<file path="src/sctt_pkg.sv">
// Package for the sorted commit time table: transaction types, request codes, cell control.
package sctt_pkg;

    localparam int VALUE_WIDTH = 64;
    localparam int KEY_FIELD_WIDTH = 64;
    localparam int COUNT_FIELD_WIDTH = 5;

    localparam logic [1:0] REQ_INSERT   = 2'd0;
    localparam logic [1:0] REQ_COMMIT   = 2'd1;
    localparam logic [1:0] REQ_ROLLBACK = 2'd2;

    localparam logic [COUNT_FIELD_WIDTH-1:0] WARN_RESET = 5'd3;

    typedef struct packed {
        logic [1:0]                 req_type;
        logic [KEY_FIELD_WIDTH-1:0] time_key;
        logic [VALUE_WIDTH-1:0]     pair_value;
        logic                       allow_unordered;
    } req_t;

    typedef struct packed {
        logic                         tick_valid;
        logic [VALUE_WIDTH-1:0]       tick_value;
        logic [COUNT_FIELD_WIDTH-1:0] entry_count;
        logic                         order_error;
        logic                         table_full;
        logic                         many_entries;
    } rsp_t;

    typedef enum logic [1:0] {
        CELL_HOLD,
        CELL_COMPARE,
        CELL_INSERT,
        CELL_SHIFT
    } cell_op_t;

    typedef struct packed {
        cell_op_t op;
        logic     occupied;
    } cell_ctrl_t;

endpackage

</file>
<file path="src/sctt_cell.sv">
// One table slot: holds a key and value, compares against the request key, shifts with neighbors.
module sctt_cell
    import sctt_pkg::*;
#(
    parameter int TIME_WIDTH = 64
)
(
    input  logic                   clk,
    input  logic                   rst_n,
    input  cell_ctrl_t             ctrl,
    input  logic [TIME_WIDTH-1:0]  time_key,
    input  logic [VALUE_WIDTH-1:0] new_value,
    input  logic [TIME_WIDTH-1:0]  left_key,
    input  logic [VALUE_WIDTH-1:0] left_value,
    input  logic                   left_le,
    input  logic [TIME_WIDTH-1:0]  right_key,
    input  logic [VALUE_WIDTH-1:0] right_value,
    input  logic                   right_le,
    output logic [TIME_WIDTH-1:0]  key,
    output logic [VALUE_WIDTH-1:0] value,
    output logic                   le,
    output logic                   eq
);

    logic [TIME_WIDTH-1:0]  key_reg;
    logic [TIME_WIDTH-1:0]  key_next;
    logic [VALUE_WIDTH-1:0] value_reg;
    logic [VALUE_WIDTH-1:0] value_next;
    logic                   le_reg;
    logic                   le_next;
    logic                   eq_reg;
    logic                   eq_next;

    always_comb
    begin
        key_next   = key_reg;
        value_next = value_reg;
        le_next    = le_reg;
        eq_next    = eq_reg;
        unique case (ctrl.op)
            CELL_HOLD:
            begin
            end
            CELL_COMPARE:
            begin
                le_next = ctrl.occupied && (key_reg <= time_key);
                eq_next = ctrl.occupied && (key_reg == time_key);
            end
            CELL_INSERT:
            begin
                // first slot past the at-or-below run takes the new pair, later slots move up
                if (left_le && !le_reg)
                begin
                    key_next   = time_key;
                    value_next = new_value;
                end
                else if (!left_le)
                begin
                    key_next   = left_key;
                    value_next = left_value;
                end
            end
            CELL_SHIFT:
            begin
                key_next   = right_key;
                value_next = right_value;
                le_next    = right_le;
                eq_next    = 1'b0;
            end
            default:
            begin
            end
        endcase
    end

    always_ff @(posedge clk or negedge rst_n)
    begin
        if (!rst_n)
        begin
            le_reg <= 1'b0;
            eq_reg <= 1'b0;
        end
        else
        begin
            le_reg <= le_next;
            eq_reg <= eq_next;
        end
    end

    always_ff @(posedge clk)
    begin
        key_reg   <= key_next;
        value_reg <= value_next;
    end

    assign key   = key_reg;
    assign value = value_reg;
    assign le    = le_reg;
    assign eq    = eq_reg;

endmodule

</file>
<file path="config.mk">
export PLATFORM = sky130hd
export DESIGN_NAME = sctt_cell
export DESIGN_NICKNAME = d
export VERILOG_FILES = /design/src/sctt_pkg.sv /design/src/sctt_cell.sv
export SDC_FILE = /design/constraint.sdc
export NUM_CORES = 1
export LEC_CHECK = 0
export ABC_AREA = 1
export BUFFER_PORTS_ARGS = -buffer_cell sky130_fd_sc_hd__buf_2
export CORE_AREA = 2 2 204 206
export CTS_CLUSTER_DIAMETER = 40
export DETAILED_ROUTE_END_ITERATION = 8
export DIE_AREA = 0 0 206 208
export PLACE_DENSITY = 0.45
export SLEW_MARGIN = 20
export SYNTH_ARGS = -nofsm -noshare
export SYNTH_HDL_FRONTEND = slang
export SYNTH_SLANG_ARGS = --single-unit
</file>
<file path="constraint.sdc">
create_clock -name clk -period 8.8 [get_ports clk]
set_clock_uncertainty 0.2 [all_clocks]
set_input_delay 0.88 -clock clk [delete_from_list [all_inputs] [get_ports clk]]
set_output_delay 0.88 -clock clk [all_outputs]
set_load 0.02 [all_outputs]
</file>
Word-level counts from Yosys, hierarchy flattened. Cells that the tools add are included.

Flip-flop bits (word level): 130. Latch bits: 0. Memory bits (writable): 0. Memory bits (read-only): 0. Bits of input ports: 391. Logic and storage cells: 25. Memories: 0.

$add $sub $neg: 0. $mul: 0. Div/mod/pow operators: 0. Order comparisons: 1. Eq/ne operators: 5. Shifts and indexed selects: 0. Muxes and demuxes: 8. Bitwise operators: 0. Reduce and logical (&&, ||, !) cells: 7.

Operator list (count): 64-bit two-way mux (4); 64-bit one-hot mux with 2 select lines (2); 64-bit equality test (1); 64-bit <= comparator (1); 2-bit equality test, second input constant (2); 1-bit one-hot mux with 2 select lines (2); 2-bit nonzero test (2); 1-bit logical AND (3); 3-bit inequality test, second input constant (1); 2-bit by 1-bit equality test with 1-bit output, second input constant (1); 2-bit AND reduction (1); 1-bit zero test (1).

Longest topological paths before layout. Gate-level depths: netlist of the first run.

Depth after elaboration: 4. Gate-level depth with buffers: 16. Gate-level depth less buffers: 16.

Least setup slack after synthesis of the first run. Ideal clock, no wire load.

Path kind: register -> register. From: reg le_reg, in the netlist le. To: reg key_reg[0], in the netlist key[0], enable pin. Library setup time: 0.691 ns. Arrival: 7.425 ns. Required time: 7.909 ns. Setup slack: 0.484 ns. Cell stages (with the launch flop): 2. Buffers on the path: 0. Path through: dfrtp_1 a31oi_1.

Word-level cells in the longest chain between the ends: 4.

RTL lines: from (decl) (line sctt_cell.sv:29) `logic le_reg;`; from (signal assigned) (line sctt_cell.sv:85) `le_reg <= le_next;`; 1-bit zero test (line sctt_cell.sv:52) `if (left_le && !le_reg)`; 1-bit logical AND (line sctt_cell.sv:52); 3-bit inequality test (no line); 2-bit AND reduction (no line); to (signal assigned) (line sctt_cell.sv:92) `key_reg <= key_next;`; to (decl) (line sctt_cell.sv:25) `logic [TIME_WIDTH-1:0] key_reg;`.

No other way between the ends. A chain may end at the register's enable or synchronous reset.

Worst setup path after layout of the first run.
From: in left_le. To: reg key_reg[30], in the netlist key[30], data pin.

Word-level cells in the longest chain between the ends: 3.

RTL lines: from (decl) (line sctt_cell.sv:15) `input logic left_le,`; 1-bit logical AND (line sctt_cell.sv:52); 64-bit two-way mux (line sctt_cell.sv:52); 64-bit one-hot mux with 2 select lines (line sctt_cell.sv:40) `unique case (ctrl.op)`; named net key_next[30] (line sctt_cell.sv:26) `logic [TIME_WIDTH-1:0] key_next;`.

The timed path passes the listed nets, and every way through them passes these cells.

==> impl.org, run 1 <==
** Status
- The run finished with clean final reports.

** GRT
- Largest net degree at the start of global routing :: 97
- Global routing finished with a remaining overflow of 0.
- Vias in the first global route :: 8,871
- Wire length of the first global-routing pass :: between 40,000 and 50,000 um
- Global routing usage summed across all routing layers :: between 15 and 20%
- Antenna violations before repair :: 2

** Clocking
- Sink Count :: 130
- CTS tree :: yes
- Number of gates given a new drive strength after cts :: 0
- The root buffer cell chosen for the clock tree is clkbuf_16.
- The clock reaches the later pin of the worst-skew pair after 0.43 ns.
- No sink is reached through more buffers than the 2 on the longest clock path.
- The H-tree was split into 4 levels.
- Clock input transition at the sequential cells of the worst setup and hold paths :: approximately 0.060 ns
- TritonCTS Buffers :: 17

** Place
- Count of placed standard cells including taps :: 1,996
- Number of buffers inserted by port buffering :: 520
- Summed over all nets, the half-perimeter wirelength after detailed placement is 26,200 um.
- Global placement routability congestion :: 0.879
- Timing analysis after detailed placement gives a worst setup slack of 5.11 ns.

** Logic synthesis
- Number of different library cells in the post-synthesis netlist :: 22
- Summing the sequential cell areas from Yosys gives a little under half of the chip area.
- Post-Syn Area :: 8200 um2
- The Yosys step of the flow raised 0 warnings.
- Seq cells post-synth :: 130
- Number of instances in the synthesized netlist :: 994
- In this run the mean area of a mapped cell was 8.25 um2.
- Syn nets :: around 1.4k

** Die
- Die Outline Area :: 42,800 um2
- Die width :: 206 um
- Core area :: 40,600 um2
- Std cell rows :: 74
- For this configuration, the core starts out at a cell density of 20.2%.
- Vert. Die Dim :: 208 um
- Pin placement for this block handled 521 I/O pins.

** Drt
- For this run, the detailed router's first-pass iteration total came to 6.
- Average via count per standard cell :: approximately 4.3
- Count of routing violations after the opening detailed-route iteration :: 401
- DRC violation count after routing :: 0
- Dividing the detail-routed wire length by the instance count gives 16.6 um.
- The routed layout has between 8k and 9k vias.
- For this block, the routed nets add up to 33,700 um of wire.
- Antenna Violating Nets Remaining :: 0

** Power
- Total power per unit cell area :: ~170 nW/um2
- Summed over all cells, the static leakage comes to 5.90 nW.
- VDD sags by at most approximately 110 uV.

** Timing
- The total count of hold-check failures in the final report came to 0.
- Total Negative Setup Slacks :: 0 ns
- Share of the cycle needed by the critical path after routing :: 37.1%
- Smallest setup slack after layout :: around 5.5 ns
- Derived from the worst setup path, the maximum achievable clock frequency is 306 MHz.
- For the pin with the worst max-slew slack, the measured transition is 1.04 ns.
- The number of slew-limit violations in the final report was 0.
- Setup repair after global routing left no endpoint under its margin.
- Setup violations remaining at the end of the flow were counted as 0.
- For the finished layout, the period the worst path requires is 3.26 ns.
- Worst relative slew slack :: between 30% and 40%

** Critical path
- Worst Setup End Kind :: flip-flop
- Kind of critical path :: in2reg
- The startpoint identified for the worst register-to-register timing path is le.
- The worst setup path is launched from a primary input.
- Setup slack on the worst reg-to-reg path comes out at ~5.6 ns.
- Worst Path Required :: 8.87 ns
- For this run, the slowest stage of the critical path takes around 0.82 ns.
- Number of cells traversed by the worst register-to-register path :: 6
- Data on the critical path arrives at its endpoint at 3.33 ns.
- In this run the worst setup path begins at left_le.
- Slowest cell on the critical path :: buf_4
- Along the worst path, the maximum fanout reaches 81.
- The critical path goes through buf_2 -> nand2_4 -> inv_4 -> buf_4 -> nand2_1 -> a31oi_1.
- R2R Path End :: key[30]

** Finish
- Share of layout cells above drive strength 1 :: 37.7%
- Relative to the synthesized area, the layout overhead comes to 44.9%.
- Final Core Density :: 29.3%
- # nets final :: between 1.5k and 2k
- Layout Cells excl Fill :: 2,030

** Hold path
- Hold EP :: eq
- Worst hold path stage count :: 2
- In this run the worst hold path is classified as reg2reg.
- The startpoint identified for the worst hold timing path is eq.

** Flow run
- Across the run, the number of max-cap violations was 0.
-- what timing repair did --
item	in CTS	in global routing
setup buffers	0	0
hold buffers	1	0
hold endpoints to repair	2	0
-- area by class of cell --
class | instances | area, um2
clock inverters | 15 | 180
flip-flops and latches | 130 | 3890
repair buffers | 527 | 2660
diodes | 1 | 2.50
clock buffers | 17 | 425
multi-input cells | 723 | 3740
inverters | 85 | 322
fillers | 4498 | 28700
well taps | 532 | 666
-- critical path: cells and delay by family --
family                 cells  cell delay (ns)
and+or+nand+nor            2             0.47
AOI/OAI and AO/OA          1             0.20
buffers and inverters      3             1.54
-- synth_stat cells --
master / number / area, um2
nor3_1: 1 / 5.00
a21oi_1: 27 / 135
nand2_2: 1 / 6.26
o21a_1: 3 / 22.5
nand2_1: 325 / 1220
dfrtp_1: 2 / 50.1
ha_1: 64 / 801
a31oi_1: 129 / 807
o21ai_0: 8 / 40.0
inv_1: 85 / 319
clkbuf_1: 1 / 3.75
a21boi_0: 1 / 7.51
buf_2: 55 / 275
nor4_2: 1 / 12.5
nand4_1: 5 / 31.3
nand3_1: 7 / 35.0
and2_1: 1 / 6.26
a21o_1: 2 / 15.0
nor2_1: 146 / 548
nor3_2: 1 / 10.0
o21bai_1: 1 / 7.51
edfxtp_1: 128 / 3840
-- logic make-up after synthesis --
family                   Yosys count  synth area share (%)
buffers and inverters            141                  7.29
adder cells (fa/ha/maj)           64                  9.76
AND/OR/NAND/NOR                  488                  22.9
AO/OA/AOI/OAI                    171                  12.6
flip-flops                       130                  47.5
-- power by group --
part	total, W	switching, W	internal [W]
Combinational	0.000500	0.000311	0.000189
Clock	0.000760	0.000312	0.000448
Sequential	0.000787	0.0000264	0.000761
Total	0.00205	0.000649	0.00140
-- cell usage in the layout (no fill, tap or decap), types with 4 or more instances in the layout --
cell type / count
buf_2: 520
nand2_1: 323
nor2_1: 146
a31oi_1: 128
edfxtp_1: 128
inv_1: 84
ha_1: 64
a21oi_1: 27
clkbuf_16: 17
o21ai_0: 8
nand3_1: 7
buf_4: 6
nand4_1: 5
clkinv_4: 4
-- stage by stage --
stage / total power [W] / hold WS (ns) / area, um2
2_1_floorplan: 0.00109 / 0.384 / 8200
3_3_place_gp: 0.00131 / 0.355 / 11300
3_5_place_dp: 0.00131 / 0.350 / 11300
4_1_cts: 0.00208 / 0.364 / 11900
5_1_grt: 0.00216 / 0.383 / 11900
6_report: 0.00205 / 0.356 / 11900
-- how the worst max path moves through the flow --
stage	endpoint	depth (start not counted)
2_1_floorplan	key[0]	1
3_3_place_gp	key[30]	6
3_5_place_dp	key[30]	6
4_1_cts	key[30]	6
5_1_grt	key[42]	6
6_report	key[30]	6
-- per-layer routing --
metal  wire [um]  vias to the layer above  GRT usage, %
met4         602                        2          4.38
met2       16800                      393          26.8
met3        2800                       31          4.45
li1            -                     4354             -
met1       13500                     4023          18.1
met5          13                        -             0
Note: power is estimated with default switching activity, not from simulation.
==> run 2, diff against run 1 <==
--- a/config.mk
+++ b/config.mk
@@ -11,7 +11,7 @@
 export CTS_CLUSTER_DIAMETER = 40
 export DETAILED_ROUTE_END_ITERATION = 8
 export DIE_AREA = 0 0 206 208
-export PLACE_DENSITY = 0.45
+export PLACE_DENSITY = 0.43
 export SLEW_MARGIN = 20
 export SYNTH_ARGS = -nofsm -noshare
 export SYNTH_HDL_FRONTEND = slang
==> constraint.sdc (replaced) <==
create_clock -name clk -period 3.2 [get_ports clk]
set_clock_uncertainty 0.2 [all_clocks]
set_input_delay 0.32 -clock clk [delete_from_list [all_inputs] [get_ports clk]]
set_output_delay 0.32 -clock clk [all_outputs]
set_load 0.02 [all_outputs]
==> run 2 against run 1 <==
Combinational power grew to 2.9 times the previous value. Sequential share of layout area is 1.0 points lower. Highest routed layer unchanged. Critical path type is now reg2reg. Sequential cell count stayed put. Largest power group is now clock.
==> impl.org, run 2 (synthesized netlist as in run 1, its figures left out) <==
** Die
- Number of primary I/O pins :: 521
- Die Outline Area :: between 40,000 and 50,000 um2
- Core area :: 40,600 um2
- Vert. Die Dim :: 208 um
- Std cell rows :: 74
- Initial Util :: 20.2%
- The die is 206 um wide.

** Hold path
- Along the worst hold path, the cell count comes to 3.
- Worst hold path class :: in2reg
- Min-delay src :: right_key[8]
- For hold timing, the worst endpoint is key[8].

** Clocking
- Once the clock tree was built, the setup fixing pass inserted 0 buffers.
- TritonCTS Buffers :: 17
- In this run, post-CTS repair resized a total of 0 instances.
- CTS built an H-tree with a depth of 4.
- CTS tree :: yes
- After clock tree synthesis, the clock-pin slew on the worst setup and hold paths is 0.07 ns.
- For the worst-skew pair, the clock arrives at the later sink with an insertion delay of 0.44 ns.
- In this run the clock root is driven by a clkbuf_16.
- Post-CTS Hold Buffers :: 21
- Sink Count :: 130
- The clock passes through at most 2 buffers.

** Drt
- After detailed routing, the number of vias per cell comes to 4.27.
- The first detailed-routing pass took 4 iterations.
- After detailed routing, the average wire length per cell comes to 16.0 um.
- For this run, design rule violations remaining after detail routing come to 0.
- Overall routed net length :: about 33,000 um
- The count of nets left with antenna violations once routing finished came out at 0.
- For this block, the via count after detailed routing is around 8.8k.
- Count of routing violations after the opening detailed-route iteration :: 430

** Finish
- Share of layout cells above drive strength 1 :: 37.5%
- The area growth from synthesis to layout is 49.5%.
- Excluding fillers, the count of instances in the completed layout stands at 2,055.
- Fill count :: 4,428
- For this run, the share of the core covered by cells in the final layout is 30.2%.
- # nets final :: 1,963
- The library cells used most frequently in the layout, excluding fill and tap cells, are buf_2 (520), nand2_1 (323), nor2_1 (146).
- In the final layout, the multi-input gates occupy 3740 um2.
- Area taken by flip-flops and latches :: 3890 um2
- Leading cell type in the layout, fill and taps excluded :: buf_2

** Timing
- Worst relative slew slack :: just over 50%
- Pins Over Slew Limit :: 0
- Hold timing on the final database bottoms out at a slack of 0.0315 ns.
- The clock period could shrink to 2.44 ns.
- Setup repair after global routing missed its margin :: no
- Share of the cycle needed by the critical path after routing :: about 76%
- Maximum operating frequency :: about 400 MHz
- At the pin with the least slew margin, the transition time is between 0.7 and 0.8 ns.
- The total count of hold-check failures in the final report came to 0.
- Setup violations remaining at the end of the flow were counted as 0.

** Critical path
- Across all register-to-register paths, the minimum setup slack is 0.76 ns.
- Cell breakdown of the critical path :: inv_1 -> nand2_4 -> inv_4 -> buf_12 -> buf_4 -> nand2_1 -> a31oi_1 -> dlygate4sd3_1
- Slowest cell on the critical path :: dlygate4sd3_1
- R2R Path End :: value[38]
- The critical path contains buffers and inverters numbering 5 combined.
- Kind of critical path :: reg2reg
- Number of cells traversed by the worst register-to-register path :: 8
- Worst Path Required :: around 3.3 ns
- Data on the critical path arrives at its endpoint at 2.55 ns.
- In this design, the stage delay of the slowest critical-path cell is ~0.57 ns.
- Worst Setup End Kind :: flip-flop
- Largest delay share family, worst path :: buffers and inverters
- Launch point of the worst reg-to-reg path :: le
- STA classifies the critical path startpoint as a flip-flop.
- Maximum net fanout on the critical path :: 37

** Place
- Including well taps, the total number of placed cells is ~2k.
- Global placement routability congestion :: about 0.85
- Port buffering added 520 buffers.
- HPWL Detailed :: 25,900 um

** Status
- The run finished with clean final reports.

** GRT
- The number of antenna violations at the first check in global routing came to 4.
- Wire length of the first global-routing pass :: ~48,000 um
- Largest net degree at the start of global routing :: 129
- Global routing usage summed across all routing layers :: 14.8%
- Global route total overflow :: 0
- The number of global-route vias before repair came to 8,659.

** Power
- Maximum resistive drop on vdd :: between 200 and 250 uV
- In this run the static leakage power is just over 6 nW.
- For this design the ratio of total power to cell area is 473 nW/um2.
- The design draws 0.00580 W.

** Flow run
- The tool flagged a number of max-cap violations equal to 0.
run 2: how the worst max path moves through the flow:
| stage | startpoint | to | cells past startpoint |
|---|---|---|---|
| after floorplan | le | key[0] | 1 |
| after CTS | le | value[38] | 8 |
| after global placement | time_key[7] | le | 11 |
| after global routing | le | value[34] | 8 |
| final | le | value[38] | 8 |
| after detailed placement | time_key[7] | le | 11 |
run 2: area by class of cell:
cell class                 instances  area share (%)
antenna                            2          0.0408
sequential                       130            31.8
timing repair buffer             551            24.4
multi-input combinational        723            30.5
clock buffer                      17            3.47
inverter                          85            2.62
clock inverter                    15            1.82
tap                              532            5.43
run 2: where the power goes:
| group | internal [W] | switching, W |
|---|---|---|
| registers | 0.00209 | 0.0000626 |
| logic | 0.000560 | 0.000873 |
| clock network | 0.00133 | 0.000880 |
| total | 0.00398 | 0.00182 |
run 2: routing by layer:
metal	wire length, um	track usage (%)	vias to the layer above
li1	-	-	4411
met1	13000	16.4	4007
met2	16700	26.8	327
met3	2510	4.71	30
met4	552	4.29	4
met5	26	0	-
run 2: stage by stage:
| stage | worst slack (ns) | cell area, um2 | setup TNS (ns) |
|---|---|---|---|
| finish | 0.758 | 12300 | 0 |
| global route | 0.607 | 12300 | 0 |
| CTS | 0.747 | 12300 | 0 |
| detailed placement | 0.789 | 11400 | 0 |
| global placement | 0.765 | 11400 | 0 |
| floorplan | -0.158 | 8220 | -20.19 |
run 2: tightest hold or removal path: cells and delay by family:
| kind | cells | cell delay [ns] |
|---|---|---|
| buffers and inverters | 1 | 0.07 |
| AND/OR/NAND/NOR | 1 | 0.03 |
| AO/OA/AOI/OAI | 1 | 0.12 |
==> run 3, diff against run 2 <==
==> constraint.sdc (replaced) <==
create_clock -name clk -period 2.29 [get_ports clk]
set_clock_uncertainty 0.2 [all_clocks]
set_input_delay 0.229 -clock clk [delete_from_list [all_inputs] [get_ports clk]]
set_output_delay 0.229 -clock clk [all_outputs]
set_load 0.02 [all_outputs]
==> run 3 against run 2 <==
Worst setup slack lost 0.67 ns. Hold slack lost 0.0023 ns. First-iteration DRC count grew 8.1%. Combinational power grew 88%. Utilization grew 7.3 points. Via count grew 15%. Non-clock buffer count grew 289. Clock power grew 36%. Routed wire length grew 15%. Largest cell class is now non-clock buffers.
==> impl.org, run 3 (synthesized netlist as in run 1, its figures left out) <==
** Status
- Status :: complete, no violations

** Clocking
- Latest clock arrival within the worst-skew pair :: 0.43 ns
- In this run, CTS created clock tree buffers numbering 17.
- Counting along the longest clock path gives a buffer depth of 2.
- Deepest level of the CTS H-tree :: 4
- TritonCTS built the clock tree.
- Counting every sink on the clock net gives 130.
- After clock tree synthesis, the clock-pin slew on the worst setup and hold paths is 0.06 ns.
- Root Buffer :: clkbuf_16

** Timing
- Hold timing on the final database bottoms out at a slack of 0.0291 ns.
- Setup repair after global routing missed its margin :: no
- In this run the tightest slew margin relative to its limit is between 70% and 80%.
- Share of the cycle needed by the critical path after routing :: slightly below 100%
- Derived from the worst setup path, the maximum achievable clock frequency is 454 MHz.
- Tmin final :: between 2 and 2.5 ns
- Pins Over Slew Limit :: 0
- After routing, the total negative slack on setup checks comes to 0 ns.
- Slew at the pin closest to its max-slew limit :: roughly 0.37 ns
- Setup violations remaining at the end of the flow were counted as 0.
- The total count of hold-check failures in the final report came to 0.

** Critical path
- Slowest cell on the critical path :: dlygate4sd3_1
- The setup check on the worst reg-to-reg path leaves a slack of approximately 0.087 ns.
- Traced cell by cell, the critical path runs through inv_2 -> nand2_8 -> clkinv_8 -> clkbuf_16 -> nand2_1 -> a31oi_1 -> dlygate4sd3_1.
- In this run the critical register-to-register path is launched from le.
- Number of cells traversed by the worst register-to-register path :: 7
- The critical path in this run is classified as reg2reg.
- STA classifies the critical path startpoint as a flip-flop.
- The worst setup path is captured at a flip-flop.
- STA puts the critical path data required time at between 2 and 2.5 ns.
- The largest single stage delay on the critical path is 0.59 ns.
- Along the worst path, the maximum fanout reaches 29.
- Data arrives at the worst endpoint at roughly 2.3 ns.
- R2R Path End :: key[41]

** Die
- Std cell rows :: between 70 and 80
- Core area :: between 40,000 and 50,000 um2
- Initial Util :: roughly 20%
- Pin placement for this block handled 521 I/O pins.
- The die covers ~43,000 um2.
- Die width :: 206 um
- Vert. Die Dim :: 208 um

** Drt
- Summed over all layers, the routed wires come to 37,700 um.
- Wire length per cell :: 16.1 um
- The final route contains 10.1k vias.
- Count of routing violations after the opening detailed-route iteration :: 465
- DRC violation count after routing :: 0
- Antenna Violating Nets Remaining :: 0
- Average via count per standard cell :: 4.31
- DR pass1 iterations :: 5

** GRT
- Global routing used 4.34% of the available met3 tracks.
- Wire length of the first global-routing pass :: 53,600 um
- Met1 Use GR :: 17.7%
- Vias in the first global route :: just over 10k
- Entering global routing, the biggest net connects 63 pins.
- Met2 track utilization from global routing :: around 29%
- For this run the aggregate overflow at the end of global routing stands at 0.
- The number of antenna violations at the first check in global routing is 2.
- Most Crowded Layer GR :: met2
- Global routing used 16.1% of the available tracks across all layers.

** Finish
- Post-route design area :: around 15,000 um2
- Once layout is complete, the utilization of the core stands at 37.5%.
- The post-route netlist has 33.2% of its cells at a drive strength greater than 1.
- Leaving out fill and tap cells, the most frequent cell in the layout is buf_2.
- From synthesis to final layout, the design area changed by 85.6%.
- In the layout the commonest cells are buf_2 (520), nand2_1 (323), dlygate4sd3_1 (279).
- # nets final :: 2,252

** Place
- Routability-driven placement finished with a final weighted congestion of approximately 0.86.
- Post-placement cell area :: 11,600 um2
- Number of buffers inserted by port buffering :: 520
- HPWL Detailed :: 27,000 um

** Hold path
- Worst hold path class :: in2reg
- Worst hold path stage count :: 3
- The startpoint identified for the worst hold timing path is right_key[38].
- For hold timing, the worst endpoint is key[38].

** Flow run
- The tool flagged a number of max-cap violations equal to 0.

** Power
- VDD sags by at most 353 uV.
- Total design power :: 0.00870 W
- P_leak :: 7.32 nW
- Power spread over the standard cell area amounts to ~570 nW/um2.
-- run 3: changes by cell type in the layout (fill, tap and decap cells not counted), moves of 2 or more --
cell / delta
buf_16: +2
clkbuf_16: +5
dlygate4sd3_1: +258
inv_8: -3
buf_4: +22
-- run 3: power by group --
group	internal, W	leakage (nW)	switching [W]
Clock	0.00183	0.302	0.00117
Sequential	0.00292	1.27	0.0000873
Combinational	0.00130	5.75	0.00139
Total	0.00605	7.32	0.00265
-- run 3: how the worst max path moves through the flow --
stage	start	endpoint	slack (ns)	cells after the start
final	le	key[41]	0.09	7
after global routing	le	value[15]	0.03	6
after CTS	le	value[51]	0.05	7
after detailed placement	key[7]	le	0.15	9
after global placement	key[7]	le	0.17	9
after floorplan	le	key[0]	-1.07	1
-- run 3: routing by layer --
metal | vias up | wire (um)
met2 | 392 | 18600
met5 | - | 0
li1 | 4990 | -
met4 | 0 | 1220
met3 | 74 | 2550
met1 | 4658 | 15300
-- run 3: final cells by class --
type	instances	area, um2
Inverter	85	332
Clock inverter	15	205
Antenna cell	2	5.00
Tap cell	532	666
Multi-Input combinational cell	723	3750
Fill cell	4242	25300
Timing Repair Buffer	840	5940
Clock buffer	17	425
Sequential cell	130	3890
-- run 3: what timing repair did --
action | in CTS | in global routing
hold buffers | 279 | 0
setup endpoints to repair | 0 | 44
setup buffers | 0 | 1
gates resized for setup | 0 | 10
hold endpoints to repair | 131 | 0
-- run 3: worst max-delay path: cells and delay by family (launching register included) --
kind / cells / cell delay (ns)
AND/OR/NAND/NOR: 2 / 0.17
flip-flops: 1 / 0.44
buffers and inverters: 4 / 1.04
AO/OA/AOI/OAI: 1 / 0.16
-- run 3: through the flow --
stage,worst slack [ns],cells
finish,0.0874,2344
global route,0.0308,2344
CTS,0.0471,2336
detailed placement,0.148,2025
global placement,0.167,2025
floorplan,-1.07,994
